--- config.mk ---
export PLATFORM = sky130hd
export DESIGN_NAME = wse_front
export DESIGN_NICKNAME = d
export VERILOG_FILES = /design/src/rtl/window_statistics_engine_unit_macros.svh /design/src/rtl/wse_pkg.sv /design/src/rtl/wse_front.sv
export SDC_FILE = /design/constraint.sdc
export NUM_CORES = 1
export LEC_CHECK = 0
export BUFFER_PORTS_ARGS = -buffer_cell sky130_fd_sc_hd__buf_4
export CORE_MARGIN = 4
export CORE_UTILIZATION = 37
export CTS_BUF_LIST = sky130_fd_sc_hd__clkbuf_16
export DETAILED_ROUTE_END_ITERATION = 8
export GPL_TIMING_DRIVEN = 1
export PLACE_DENSITY = 0.77
export SKIP_CTS_REPAIR_TIMING = 1
export SLEW_MARGIN = 20
export SYNTH_ARGS = -nofsm -noshare
export SYNTH_HDL_FRONTEND = slang
export SYNTH_SLANG_ARGS = --single-unit
--- constraint.sdc ---
create_clock -name i_clk -period 2.1 [get_ports i_clk]
set_input_delay 0.315 -clock i_clk [delete_from_list [all_inputs] [get_ports i_clk]]
set_output_delay 0.315 -clock i_clk [all_outputs]
set_load 0.02 [all_outputs]
--- src/rtl/window_statistics_engine_unit_macros.svh ---
// Assertion macros used by the window statistics engine back end.
`ifndef WINDOW_STATISTICS_ENGINE_UNIT_MACROS_SVH
`define WINDOW_STATISTICS_ENGINE_UNIT_MACROS_SVH

// Same-cycle implication, disabled during reset.
`define WSE_ASSERT_NOW(lbl, clk, rst_n, ante, cons) \
    lbl: assert property (@(posedge clk) disable iff (!rst_n) (ante) |-> (cons)) \
        else $error("window statistics assertion failed");

// Next-cycle implication, disabled during reset.
`define WSE_ASSERT_NEXT(lbl, clk, rst_n, ante, cons) \
    lbl: assert property (@(posedge clk) disable iff (!rst_n) (ante) |=> (cons)) \
        else $error("window statistics assertion failed");

`endif

--- src/rtl/wse_pkg.sv ---
// Shared types and codes of the window statistics engine.
package wse_pkg;

    localparam int IN_SAMPLE_W = 16;
    localparam int OUT_W       = 48;
    localparam int FRAC_W      = 16;
    localparam int Q_DEPTH     = 4;
    localparam int Q_PTR_W     = 2;

    // Register indexes on the configuration port
    localparam logic [1:0] REG_MEASURE_SELECT = 2'd0;
    localparam logic [1:0] REG_ISO_THRESHOLD  = 2'd1;

    // Measure codes
    localparam logic [2:0] MEAS_MEAN   = 3'd0;
    localparam logic [2:0] MEAS_SECOND = 3'd1;
    localparam logic [2:0] MEAS_MAD    = 3'd2;
    localparam logic [2:0] MEAS_MIN    = 3'd3;
    localparam logic [2:0] MEAS_MAX    = 3'd4;
    localparam logic [2:0] MEAS_ISO    = 3'd5;

    // One classified pixel transaction
    typedef struct packed {
        logic [IN_SAMPLE_W-1:0] sample;
        logic                   last;
    } t_item;

    // Queue flags seen by the producer and the consumer
    typedef struct packed {
        logic full;
        logic empty;
    } t_q_status;

    typedef enum logic [4:0] {
        S_ACCUM = 5'b00001,
        S_PREP  = 5'b00010,
        S_PASS  = 5'b00100,
        S_DIV   = 5'b01000,
        S_OUT   = 5'b10000
    } t_state;

endpackage

--- src/rtl/wse_front.sv ---
// Front end: accepts pixel transactions, masks the sample and feeds the queue.
module wse_front #(
    parameter int SAMPLE_BITS = 16
) (
    input  logic                                i_clk,
    input  logic                                i_rst_n,
    input  logic                                start,
    output logic                                busy,
    input  logic [wse_pkg::IN_SAMPLE_W-1:0]     i_sample,
    input  logic                                i_last_of_window,
    input  wse_pkg::t_q_status                  i_q,
    output logic                                o_push,
    output wse_pkg::t_item                      o_item
);

    localparam logic [wse_pkg::IN_SAMPLE_W-1:0] MASK = (SAMPLE_BITS >= wse_pkg::IN_SAMPLE_W) ?
        {wse_pkg::IN_SAMPLE_W{1'b1}} :
        wse_pkg::IN_SAMPLE_W'((32'd1 << SAMPLE_BITS) - 32'd1);

    logic           r_valid, n_valid;
    wse_pkg::t_item r_item;
    logic           accept;

    assign o_push = r_valid && !i_q.full;
    assign busy   = r_valid && i_q.full;
    assign accept = start && !busy;
    assign o_item = r_item;

    // Holding stage in front of the queue
    always_comb begin
        n_valid = accept || (r_valid && !o_push);
    end

    always_ff @(posedge i_clk) begin
        if (!i_rst_n) begin
            r_valid <= 1'b0;
        end else begin
            r_valid <= n_valid;
        end
    end

    always_ff @(posedge i_clk) begin
        if (accept) begin
            r_item.sample <= i_sample & MASK;
            r_item.last   <= i_last_of_window;
        end
    end

endmodule

==> impl_metrics.tcl <==
set metrics [dict create \
    place.gp.congestion 0.624 \
    drv_slew 0 \
    cts.clk_slew.worst_paths_ns 0.05 \
    top_layer "met3" \
    die_h_um 46.9 \
    worstHoldPathType "input pin to flop" \
    combPwrFrac_pct 11.2 \
    final_area_um2 958 \
    reg2reg_depth 3 \
    post-place-ws_ns 0.851 \
    p_total_mw 0.897 \
    wire_per_inst_um 14.5 \
    fmax_mhz 861 \
    synth_top_area_cell "edfxtp_1" \
    worstSetupEndpointType "primary output" \
    critPathSlowestCell "dfxtp_1" \
    grt_start_max_net_pins 18 \
    power.share.sequential_pct 47.3 \
    nets 89 \
    dr.pass1.iters 3 \
    vias_per_cell 4.49 \
    cts.sinks 18 \
    synth.most_common_cell "edfxtp_1" \
    vias 364 \
    critical_path_cell_count 2 \
    crit_family "flip-flops" \
    setup_slack_ns 0.939 \
    internal-power_mw 0.723 \
    max_stage_delay_ns 0.32 \
    antenna_cells 0 \
    antenna_found_initial 0 \
    placed_area_um2 880 \
    synthArstFlopShare_pct 0 \
    rr_endpoint "o_item[5]" \
    rsz0062_at_grt "false" \
    cts_max_level 1 \
    area_growth_pct 71.0 \
    clockRootBuffer "clkbuf_16" \
    crit_fanout 3 \
    min_period_over_period_pct 55.3 \
    rows 13 \
    outcome "finished, final reports clean" \
    drive_gt1_share_pct 66.7 \
    m1WireLength_um 373 \
    path_cells "and2_4, buf_4" \
    holdPathEnd "o_item[6]" \
    clockPowerShare_pct 41.6 \
    ys_warn_count 0 \
    hold_start "i_sample[5]" \
    ir_drop_uv 529 \
    hold_viol 0 \
    critPathLaunchType "flop" \
    max_slew_margin_pct 86.0 \
    worst_pin_slew_ns 0.210 \
    synth_fp_nets 44 \
    netlist_top_cells_area "edfxtp_1 91%, dfxtp_1 3.6%, and2_4 1.6%" \
    dieArea_um2 2200 \
    skew_ns 0.00240 \
    met2WireLength_um 677 \
    ff2ff_setup_slack_ns 1.00 \
    synth_cells 22 \
    crit_buf_inv 1 \
    start_util_pct 41.0 \
    clockBufferDepth 2 \
    cts_buffers 3 \
    ant_nets 0 \
    synth_top_area_share_pct 91.1 \
    cts_tree "done" \
    grt.overflow.total 0 \
    route.met3.wl_um 121 \
    syn-cell-area_um2 561 \
    arrival_ns 0.85 \
    ios 41 \
    grtUsageTotal_pct 11.6 \
    syn_avg_cell_area_um2 25.5 \
    grt_pass1_wl_um 1580 \
    cp.required_ns 1.78 \
    power.density_nw_per_um2 936 \
    hold_depth 1 \
    grt_pass1_vias 338 \
    reg2reg_from "r_valid" \
    setup_tns_ns 0 \
    cap_viol_max_count 0 \
    ys_ff_latch 18 \
    criticalPathCategory "flop to primary output" \
    synth_edf_count 17 \
    clk_latency_ns 0.25 \
    fin_util_pct 70.1 \
    ys_seq_area_share_pct 94.6 \
    fin_crit_ns 1.16 \
    leakagePower_nw 0.420 \
    finalSetupViolations 0 \
    finalWirelength_um 1170 \
    p_sw_share_pct 19.4 \
    core_um2 1370 \
    p_switching_mw 0.174 \
    port_buffers 39 \
    synth_cell_types 6 \
    drt_iter0_drc 7 \
    ys.flop_type "edfxtp_1" \
    drc 0 \
    fp.dieW_um 46.9 \
]
==> registers in the layout, summed over array words and instances, names as in the netlist <==
register	count
o_item	17
r_valid	1
==> power groups by stage <==
stage | clock network (mW) | registers (mW) | logic, mW
after detailed placement | 0 | 0.431 | 0.101
after global routing | 0.402 | 0.426 | 0.106
final | 0.373 | 0.424 | 0.100
after CTS | 0.383 | 0.424 | 0.102
after floorplan | 0 | 0.456 | 0.0122
after global placement | 0 | 0.430 | 0.0988
==> worst register-to-register path: cells and delay by family (launching register included) <==
| kind | cells | cell delay (ns) |
|---|---|---|
| buffers and inverters | 1 | 0.25 |
| flip-flops | 1 | 0.30 |
| AND/OR/NAND/NOR | 2 | 0.24 |
==> per-layer routing <==
metal | global-route usage, % | vias up
met2 | 21.1 | 22
met5 | 0 | -
met4 | 4.97 | 0
met3 | 7.28 | 0
li1 | - | 173
met1 | 9.75 | 169
==> layout by cell type (no fill, tap or decap), drive strengths merged <==
cell / instances
buf: 40
edfxtp: 17
clkbuf: 3
and2b: 1
and2: 1
nor2b: 1
o21a: 1
clkinv: 1
dfxtp: 1
==> through the flow <==
stage,std cells,hold WS (ns)
final,81,0.243
after global routing,81,0.231
after CTS,81,0.238
after detailed placement,77,0.494
after global placement,77,0.493
after floorplan,22,0.414
==> how the worst max path moves through the flow <==
stage | from | end | slack [ns]
6_report | r_valid | busy | 0.94
5_1_grt | r_valid | busy | 0.91
4_1_cts | r_valid | busy | 0.93
3_5_place_dp | i_q[1] | o_item[9] | 0.85
3_3_place_gp | i_q[1] | o_item[8] | 0.87
2_1_floorplan | i_q[1] | o_item[0] | 0.41
==> cell type report <==
cell class,instances,area [um2]
Clock inverter,1,3.75
Multi-Input combinational cell,4,30.0
Sequential cell,18,531
Timing Repair Buffer,40,300
Tap cell,15,18.8
Fill cell,94,408
Clock buffer,3,75.1
==> cell families (layout without fill, tap and decap cells) <==
kind of cell           after synthesis  after routing  share of synthesized area, %
buffers and inverters                0             44                             0
flip-flops                          18             18                          94.6
AND/OR/NAND/NOR                      3              3                          4.02
AO/OA/AOI/OAI                        1              1                          1.34
(Power assumes the default switching activity.)
