File: src/rtl/window_statistics_engine_unit_macros.svh
// Assertion macros used by the window statistics engine back end.
`ifndef WINDOW_STATISTICS_ENGINE_UNIT_MACROS_SVH
`define WINDOW_STATISTICS_ENGINE_UNIT_MACROS_SVH

// Same-cycle implication, disabled during reset.
`define WSE_ASSERT_NOW(lbl, clk, rst_n, ante, cons) \
    lbl: assert property (@(posedge clk) disable iff (!rst_n) (ante) |-> (cons)) \
        else $error("window statistics assertion failed");

// Next-cycle implication, disabled during reset.
`define WSE_ASSERT_NEXT(lbl, clk, rst_n, ante, cons) \
    lbl: assert property (@(posedge clk) disable iff (!rst_n) (ante) |=> (cons)) \
        else $error("window statistics assertion failed");

`endif

File: src/rtl/wse_pkg.sv
// Shared types and codes of the window statistics engine.
package wse_pkg;

    localparam int IN_SAMPLE_W = 16;
    localparam int OUT_W       = 48;
    localparam int FRAC_W      = 16;
    localparam int Q_DEPTH     = 4;
    localparam int Q_PTR_W     = 2;

    // Register indexes on the configuration port
    localparam logic [1:0] REG_MEASURE_SELECT = 2'd0;
    localparam logic [1:0] REG_ISO_THRESHOLD  = 2'd1;

    // Measure codes
    localparam logic [2:0] MEAS_MEAN   = 3'd0;
    localparam logic [2:0] MEAS_SECOND = 3'd1;
    localparam logic [2:0] MEAS_MAD    = 3'd2;
    localparam logic [2:0] MEAS_MIN    = 3'd3;
    localparam logic [2:0] MEAS_MAX    = 3'd4;
    localparam logic [2:0] MEAS_ISO    = 3'd5;

    // One classified pixel transaction
    typedef struct packed {
        logic [IN_SAMPLE_W-1:0] sample;
        logic                   last;
    } t_item;

    // Queue flags seen by the producer and the consumer
    typedef struct packed {
        logic full;
        logic empty;
    } t_q_status;

    typedef enum logic [4:0] {
        S_ACCUM = 5'b00001,
        S_PREP  = 5'b00010,
        S_PASS  = 5'b00100,
        S_DIV   = 5'b01000,
        S_OUT   = 5'b10000
    } t_state;

endpackage

File: src/rtl/wse_fifo.sv
// Short queue between the front end and the back end.
module wse_fifo (
    input  logic               i_clk,
    input  logic               i_rst_n,
    input  logic               i_push,
    input  wse_pkg::t_item     i_item,
    input  logic               i_pop,
    output wse_pkg::t_item     o_item,
    output wse_pkg::t_q_status o_q
);

    localparam int CNT_W = wse_pkg::Q_PTR_W + 1;

    wse_pkg::t_item                 r_mem [wse_pkg::Q_DEPTH];
    logic [wse_pkg::Q_PTR_W-1:0]    r_wr, r_rd;
    logic [CNT_W-1:0]               r_cnt;
    logic                           do_push, do_pop;

    assign o_q.full  = (r_cnt == CNT_W'(wse_pkg::Q_DEPTH));
    assign o_q.empty = (r_cnt == '0);
    assign do_push   = i_push && !o_q.full;
    assign do_pop    = i_pop && !o_q.empty;
    assign o_item    = r_mem[r_rd];

    // Pointers and fill level
    always_ff @(posedge i_clk) begin
        if (!i_rst_n) begin
            r_wr  <= '0;
            r_rd  <= '0;
            r_cnt <= '0;
        end else begin
            if (do_push) r_wr <= r_wr + 1'b1;
            if (do_pop)  r_rd <= r_rd + 1'b1;
            r_cnt <= r_cnt + CNT_W'(do_push) - CNT_W'(do_pop);
        end
    end

    always_ff @(posedge i_clk) begin
        if (do_push) r_mem[r_wr] <= i_item;
    end

endmodule

File: config.mk
export PLATFORM = sky130hd
export DESIGN_NAME = wse_fifo
export DESIGN_NICKNAME = d
export VERILOG_FILES = /design/src/rtl/window_statistics_engine_unit_macros.svh /design/src/rtl/wse_pkg.sv /design/src/rtl/wse_fifo.sv
export SDC_FILE = /design/constraint.sdc
export NUM_CORES = 1
export LEC_CHECK = 0
export BUFFER_PORTS_ARGS = -buffer_cell sky130_fd_sc_hd__buf_2
export CAP_MARGIN = 10
export CORE_MARGIN = 5
export CORE_UTILIZATION = 51
export DETAILED_ROUTE_END_ITERATION = 16
export GPL_TIMING_DRIVEN = 0
export PLACE_DENSITY = 0.79
export SYNTH_ARGS = -nofsm -noshare
export SYNTH_HDL_FRONTEND = slang
export SYNTH_SLANG_ARGS = --single-unit
export TNS_END_PERCENT = 1
File: constraint.sdc
create_clock -name i_clk -period 2.25 [get_ports i_clk]
set_clock_uncertainty 0.1 [all_clocks]
set_input_delay 0.225 -clock i_clk [delete_from_list [all_inputs] [get_ports i_clk]]
set_output_delay 0.225 -clock i_clk [all_outputs]
set_load 0.05 [all_outputs]
==> results of run 1 <==
==> through the flow <==
step	setup slack, ns	hold WS, ns	power (mW)	utilization [%]	instances
3_5_place_dp	-0.0718	0.344	3.19	58.8	250
5_1_grt	-0.0490	0.00130	4.65	66.7	282
3_3_place_gp	0.0239	0.336	3.13	58.8	250
6_report	0.0374	0.0118	4.44	66.7	282
4_1_cts	0.0264	0.00114	4.44	65.4	278
2_1_floorplan	-0.187	0.224	2.89	-	140
==> where the power goes <==
group / leakage [nW] / total [mW] / switching, mW / internal [mW]
Combinational: 0.505 / 1.39 / 0.895 / 0.499
Sequential: 0.698 / 1.82 / 0.0778 / 1.75
Clock: 0.116 / 1.22 / 0.480 / 0.741
==> flip-flops by register name, indices dropped and copies added, names as in the netlist, named ones only <==
name and cells:
r_wr 2, r_cnt 3, r_mem 68, r_rd 2
==> layer usage <==
layer	GRT usage, %	vias to the layer above
met5	0	-
met4	7.65	0
met3	3.99	6
met2	26.8	48
met1	16.9	743
li1	-	686
==> area by class of cell <==
class	count	area share, %
plain buffers	6	1.41
clock buffers	9	3.33
clock inverters	7	3.30
inverters	6	0.673
multi-input cells	51	19.7
flip-flops and latches	77	59.9
well taps	72	2.42
repair buffers	54	9.29
==> how the worst min path moves through the flow <==
stage / start / to / slack [ns] / cells past startpoint
2_1_floorplan: i_item[0] / r_mem[0][0]$_DFFE_PP_ / 0.22 / 0
3_3_place_gp: i_item[13] / r_mem[1][13]$_DFFE_PP_ / 0.34 / 1
3_5_place_dp: i_item[14] / r_mem[1][14]$_DFFE_PP_ / 0.34 / 1
4_1_cts: i_item[4] / r_mem[0][4]$_DFFE_PP_ / 0.001 / 1
5_1_grt: i_item[4] / r_mem[0][4]$_DFFE_PP_ / 0.001 / 1
6_report: i_item[4] / r_mem[2][4]$_DFFE_PP_ / 0.01 / 1
==> placed cells by master, fill, tap and decap left out, types with 2 or more instances in the layout <==
| cell type | count |
|---|---|
| edfxtp_1 | 68 |
| buf_2 | 40 |
| dlygate4sd3_1 | 14 |
| mux4_2 | 10 |
| clkbuf_8 | 9 |
| mux4_1 | 7 |
| and2_1 | 7 |
| nand2_1 | 6 |
| dfxtp_1 | 6 |
| inv_1 | 4 |
| ha_1 | 4 |
| buf_4 | 3 |
| o21ai_0 | 3 |
| bufinv_16 | 3 |
| nor2b_1 | 2 |
| mux2i_1 | 2 |
| ha_4 | 2 |
| clkinvlp_4 | 2 |
| dfxtp_2 | 2 |
==> logic make-up (layout without fill, tap and decap cells) <==
| kind of cell | after synthesis | in the layout | synth area share [%] |
|---|---|---|---|
| adder cells (fa/ha/maj) | 7 | 7 | 3.19 |
| buffers and inverters | 12 | 82 | 2.44 |
| XOR/XNOR | 2 | 2 | 0.588 |
| AND/OR/NAND/NOR | 19 | 19 | 3.99 |
| flip-flops | 77 | 77 | 74.6 |
| multiplexers | 19 | 19 | 14.4 |
| AO/OA/AOI/OAI | 4 | 4 | 0.756 |
==> timing repair <==
| item | CTS | global route |
|---|---|---|
| gates resized for setup | 2 | 8 |
| buffers inserted | 1 | 1 |
| pin swaps | 0 | 4 |
| hold buffers | 11 | 3 |
| endpoints found under the setup margin | 1 | 1 |
| endpoints found under the hold margin | 41 | 9 |
==> impl_metrics.ini, run 1 <==
[timing]
fin_crit_ns = 2.21
final.setup.tns_ns = 0
slew_headroom_pct = 40.5
hold_viol_final = 0
setup_viol = 0
slew_viol_final = 0
tightest_slew_ns = 0.892
rsz0062_at_grt = true
clock.fmax_mhz = 452
period_share_pct = 98.3

[clocking]
clockBufferDepth = 2
clock-root-buffer = clkbuf_8
numCtsBuffers = 9
cts.sinks = 77
clkSlewWorstSetupHoldPaths_ns = 0.08
tritoncts = yes
clkLatencyLatePin_ns = 0.33
htree_levels = 3

[route]
drt-initial-drc-count = 91
route.met2.wl_mm = 2.79
route.met3.wl_um = 273
drc = 0
routed_wirelength_mm = 5.10
drt_first_pass_iters = 4
maxUsedRoutingLayer = met4
vias_per_cell = 5.26
m1WireLength_mm = 1.97
vias = 1483
wl_per_cell_um = 18.1
ant_nets = 0

[global_routing]
grt_pass1_vias = 1629
grt-ovfl-total = 0
grt_pass1_wl_mm = 8.13
grt_max_degree = 18
track_usage_pct = 15.2
antenna_found_initial = 0

[place]
place_congestion = 0.713
dp_hpwl_mm = 3.26
numPortBuffers = 38
dpl_cell_area_sq_um = 3280

[power]
leakagePower_nw = 1.32
power.density_nw_per_um2 = 1190
irDropWorstVdd_mv = 0.567

[synth]
syn_area_sq_um = 2980
yosysWarnings = 0
ys.flop_type = edfxtp_1
syn_nets = 168
ys_seq_elements = 77
synth.top_cells.by_area = edfxtp_1 (69%), mux4_2 (7.6%), mux4_1 (6.2%), dfxtp_1 (6.1%), ha_1 (2.5%)
postSynthCellCount = 140
async_reset_ff_share_pct = 0
yosys.area.top_type = edfxtp_1
synth_cell_types = 22
synth_top_area_share_pct = 68.6
yosysMostFrequentCell = edfxtp_1
syn_avg_cell_area_sq_um = 21.3
synth_edf_count = 68
synth_common_cells = edfxtp_1 (68), mux4_2 (10), dfxtp_1 (9)
ys_seq_area_share_pct = 74.6

[critical_path]
r2r_cells = 11
reg2reg_setup_slack_ns = 0.04
crit_chain = nor3b_4, nor2b_1, buf_4, inv_4, ha_4, inv_2, ha_4, fa_2, xnor2_2, xnor2_1, and2_1
worstSetupPathType = flop to flop
crit_family = adder cells
cpPeakStageDelay_ns = 0.37
path_max_fanout = 3
cp-start-kind = flop
cp-endpoint = r_cnt[2]$_SDFF_PN0_
crit_buf_inv = 3
r2r_end = r_cnt[2]$_SDFF_PN0_
rr_startpoint = r_cnt[2]$_SDFF_PN0_
slowest_stage = fa_2
worst-path-stages = 11
worstPathRequired_ns = 2.38
crit_path_end_kind = flop
cp-startpoint = r_cnt[2]$_SDFF_PN0_
worstPathArrival_ns = 2.34
cp_common_cell = ha_4

[final_layout]
diodes = 0
finalInstanceArea_sq_um = 3720
nets = 233
drive_above_1_share_pct = 39.0
area_growth_pct = 24.9
multiInputGateArea_sq_um = 731
fill_cells = 376
seq_area_sq_um = 2230

[die]
initial_core_util_pct = 53.4
die_h_um = 86.4
fp.dieArea_sq_um = 7470
rows = 27
die_x_um = 86.4
io-pin-count = 40
core_area_sq_um = 5570

[min_path]
worstHoldPathType = primary input to flop

[status]
status = finished, final reports clean

[run]
drv_cap = 0
Power figures use the tool's default switching activity.
==> inputs of run 2 (changes only) <==
- ABC_CLOCK_PERIOD_IN_PS: default -> 2250
- BUFFER_PORTS_ARGS: -buffer_cell sky130_fd_sc_hd__buf_2 -> default
- CORE_UTILIZATION: 51 -> 56
- DONT_BUFFER_PORTS: default -> 1
- PLACE_DENSITY: 0.79 -> 0.78
- RECOVER_POWER: default -> 25
==> impl_metrics.ini, run 2 (same netlist as run 1, synthesis figures left out) <==
[clocking]
htree_levels = 3
clockBufferDepth = 2
tritoncts = yes
cts.sinks = 77
numCtsBuffers = 9
clock-root-buffer = clkbuf_8
clkLatencyLatePin_ns = 0.33
clkSlewWorstSetupHoldPaths_ns = 0.07

[route]
wl_per_cell_um = 20.2
vias = 1356
drt_first_pass_iters = 4
ant_nets = 0
vias_per_cell = 5.51
drc = 0
routed_wirelength_mm = 4.96
drt-initial-drc-count = 81

[global_routing]
grt_max_degree = 18
met2_usage_pct = 27.3
grtUsageMet3_pct = 4.75
antenna_found_initial = 0
met1_usage_pct = 16.0
grt_pass1_vias = 1476
grt.busiest_layer = met2
grt-ovfl-total = 0
track_usage_pct = 15.1
grt_pass1_wl_mm = 7.70

[power]
p_switching_mw = 1.38
leakagePower_nw = 1.17
combinationalPowerShare_pct = 31.5
power_mw = 4.02
seq_power_share_pct = 45.2
irDropWorstVdd_mv = 0.785
internal_power_mw = 2.65
switching_share_pct = 34.2
clock_power_share_pct = 23.3
power.density_nw_per_um2 = 1160

[final_layout]
final_common_cell = edfxtp_1
largest_reg_flops = 68
area_growth_pct = 16.8
top_regs = r_mem: 68 flops, r_cnt: 3 flops
drive_above_1_share_pct = 24.4
final_cell_mix = edfxtp_1 (68), dlygate4sd3_1 (17), mux4_2 (10)
nets = 199
fin_util_pct = 67.7
diodes = 0
fill_cells = 349
largest_register = r_mem

[timing]
final.setup.tns_ns = -0.446
setup_viol = 2
setup_ws_ns = -0.263
slew_headroom_pct = 39.0
clock.fmax_mhz = 398
tightest_slew_ns = 0.915
hold_viol_final = 0
fin_crit_ns = 2.51
rsz0062_at_grt = true
period_share_pct = 112
slew_viol_final = 0

[critical_path]
path_max_fanout = 5
crit_path_end_kind = flop
worstPathRequired_ns = 2.38
cp-start-kind = flop
worstSetupPathType = flop to flop
worstPathArrival_ns = 2.64

[status]
status = finished with violations
violations = negative setup slack

[min_path]
worstHoldPathType = primary input to flop

[die]
fp.dieArea_sq_um = 6880
rows = 26
initial_core_util_pct = 57.9
die_x_um = 82.9
core_area_sq_um = 5140
die_h_um = 82.9
io-pin-count = 40

[place]
place_congestion = 0.608
numPortBuffers = 0
dp_hpwl_mm = 3.25

[run]
drv_cap = 0
==> run 2: cell types whose count changed in the layout (fill, tap and decap cells not counted), moves of 2 or more <==
cell / change
inv_1: +2
and2_1: -3
bufinv_16: -2
and2_2: +3
ha_4: -2
clkinv_1: +3
clkinv_2: +3
clkinvlp_4: -2
dlygate4sd3_1: +3
buf_2: -38
==> run 2: layer usage <==
layer  vias to the layer above  wire, um
met1                       695      1840
met3                         7       240
met2                        34      2820
li1                        620         -
met5                         -         0
met4                         0        55
==> run 2: final timing paths <==
| check | start | to | slack [ns] | cells after the start |
|---|---|---|---|---|
| worst max-delay path | r_cnt[2]$_SDFF_PN0_ | r_cnt[2]$_SDFF_PN0_ | -0.26 | 9 |
| worst min-delay path | i_pop | r_rd[0]$_SDFFE_PN0P_ | 0.03 | 2 |
| worst max register to register | r_cnt[2]$_SDFF_PN0_ | r_cnt[2]$_SDFF_PN0_ | -0.26 | 9 |
| worst min register to register | r_rd[0]$_SDFFE_PN0P_ | r_rd[0]$_SDFFE_PN0P_ | 0.41 | 2 |
==> run 2: worst max-delay path, cell delays in order, from the launching register on <==
cell and delay [ns]:
dfxtp_4 0.36, nor3_4 0.59, nor2b_2 0.10, ha_1 0.29
inv_1 0.04, ha_2 0.16, fa_2 0.35, xnor2_2 0.15
xnor2_1 0.12, and2_1 0.15
==> run 2: power by group through the flow <==
stage / clock [mW] / sequential (mW) / combinational, mW
finish: 0.937 / 1.82 / 1.27
global route: 1.03 / 1.83 / 1.34
CTS: 0.961 / 1.82 / 1.28
detailed placement: 0 / 1.85 / 1.21
global placement: 0 / 1.83 / 1.17
floorplan: 0 / 1.83 / 1.07
==> run 2: area by class of cell <==
type | count | area, sq um | area share, %
clock buffers | 9 | 124 | 3.56
repair buffers | 20 | 193 | 5.54
multi-input cells | 51 | 714 | 20.5
well taps | 70 | 87.6 | 2.52
plain buffers | 6 | 52.6 | 1.51
inverters | 6 | 22.5 | 0.647
clock inverters | 7 | 56.3 | 1.62
flip-flops and latches | 77 | 2230 | 64.1
==> run 2: stage by stage <==
| step | std cells | hold slack [ns] | instance area, sq um | setup slack (ns) |
|---|---|---|---|---|
| floorplan | 140 | 0.224 | 3000 | -0.187 |
| detailed placement | 210 | 0.224 | 3080 | -0.334 |
| global placement | 210 | 0.224 | 3080 | -0.261 |
| finish | 246 | 0.0260 | 3480 | -0.263 |
| global route | 246 | 0.0414 | 3480 | -0.353 |
| CTS | 245 | 0.000926 | 3460 | -0.304 |
==> run 2: timing repair <==
action | in CTS | in global routing
gates resized for setup | 5 | 4
endpoints found under the setup margin | 2 | 2
endpoints found under the hold margin | 68 | 0
hold buffers | 17 | 0
pin swaps | 2 | 1
setup buffers | 2 | 1
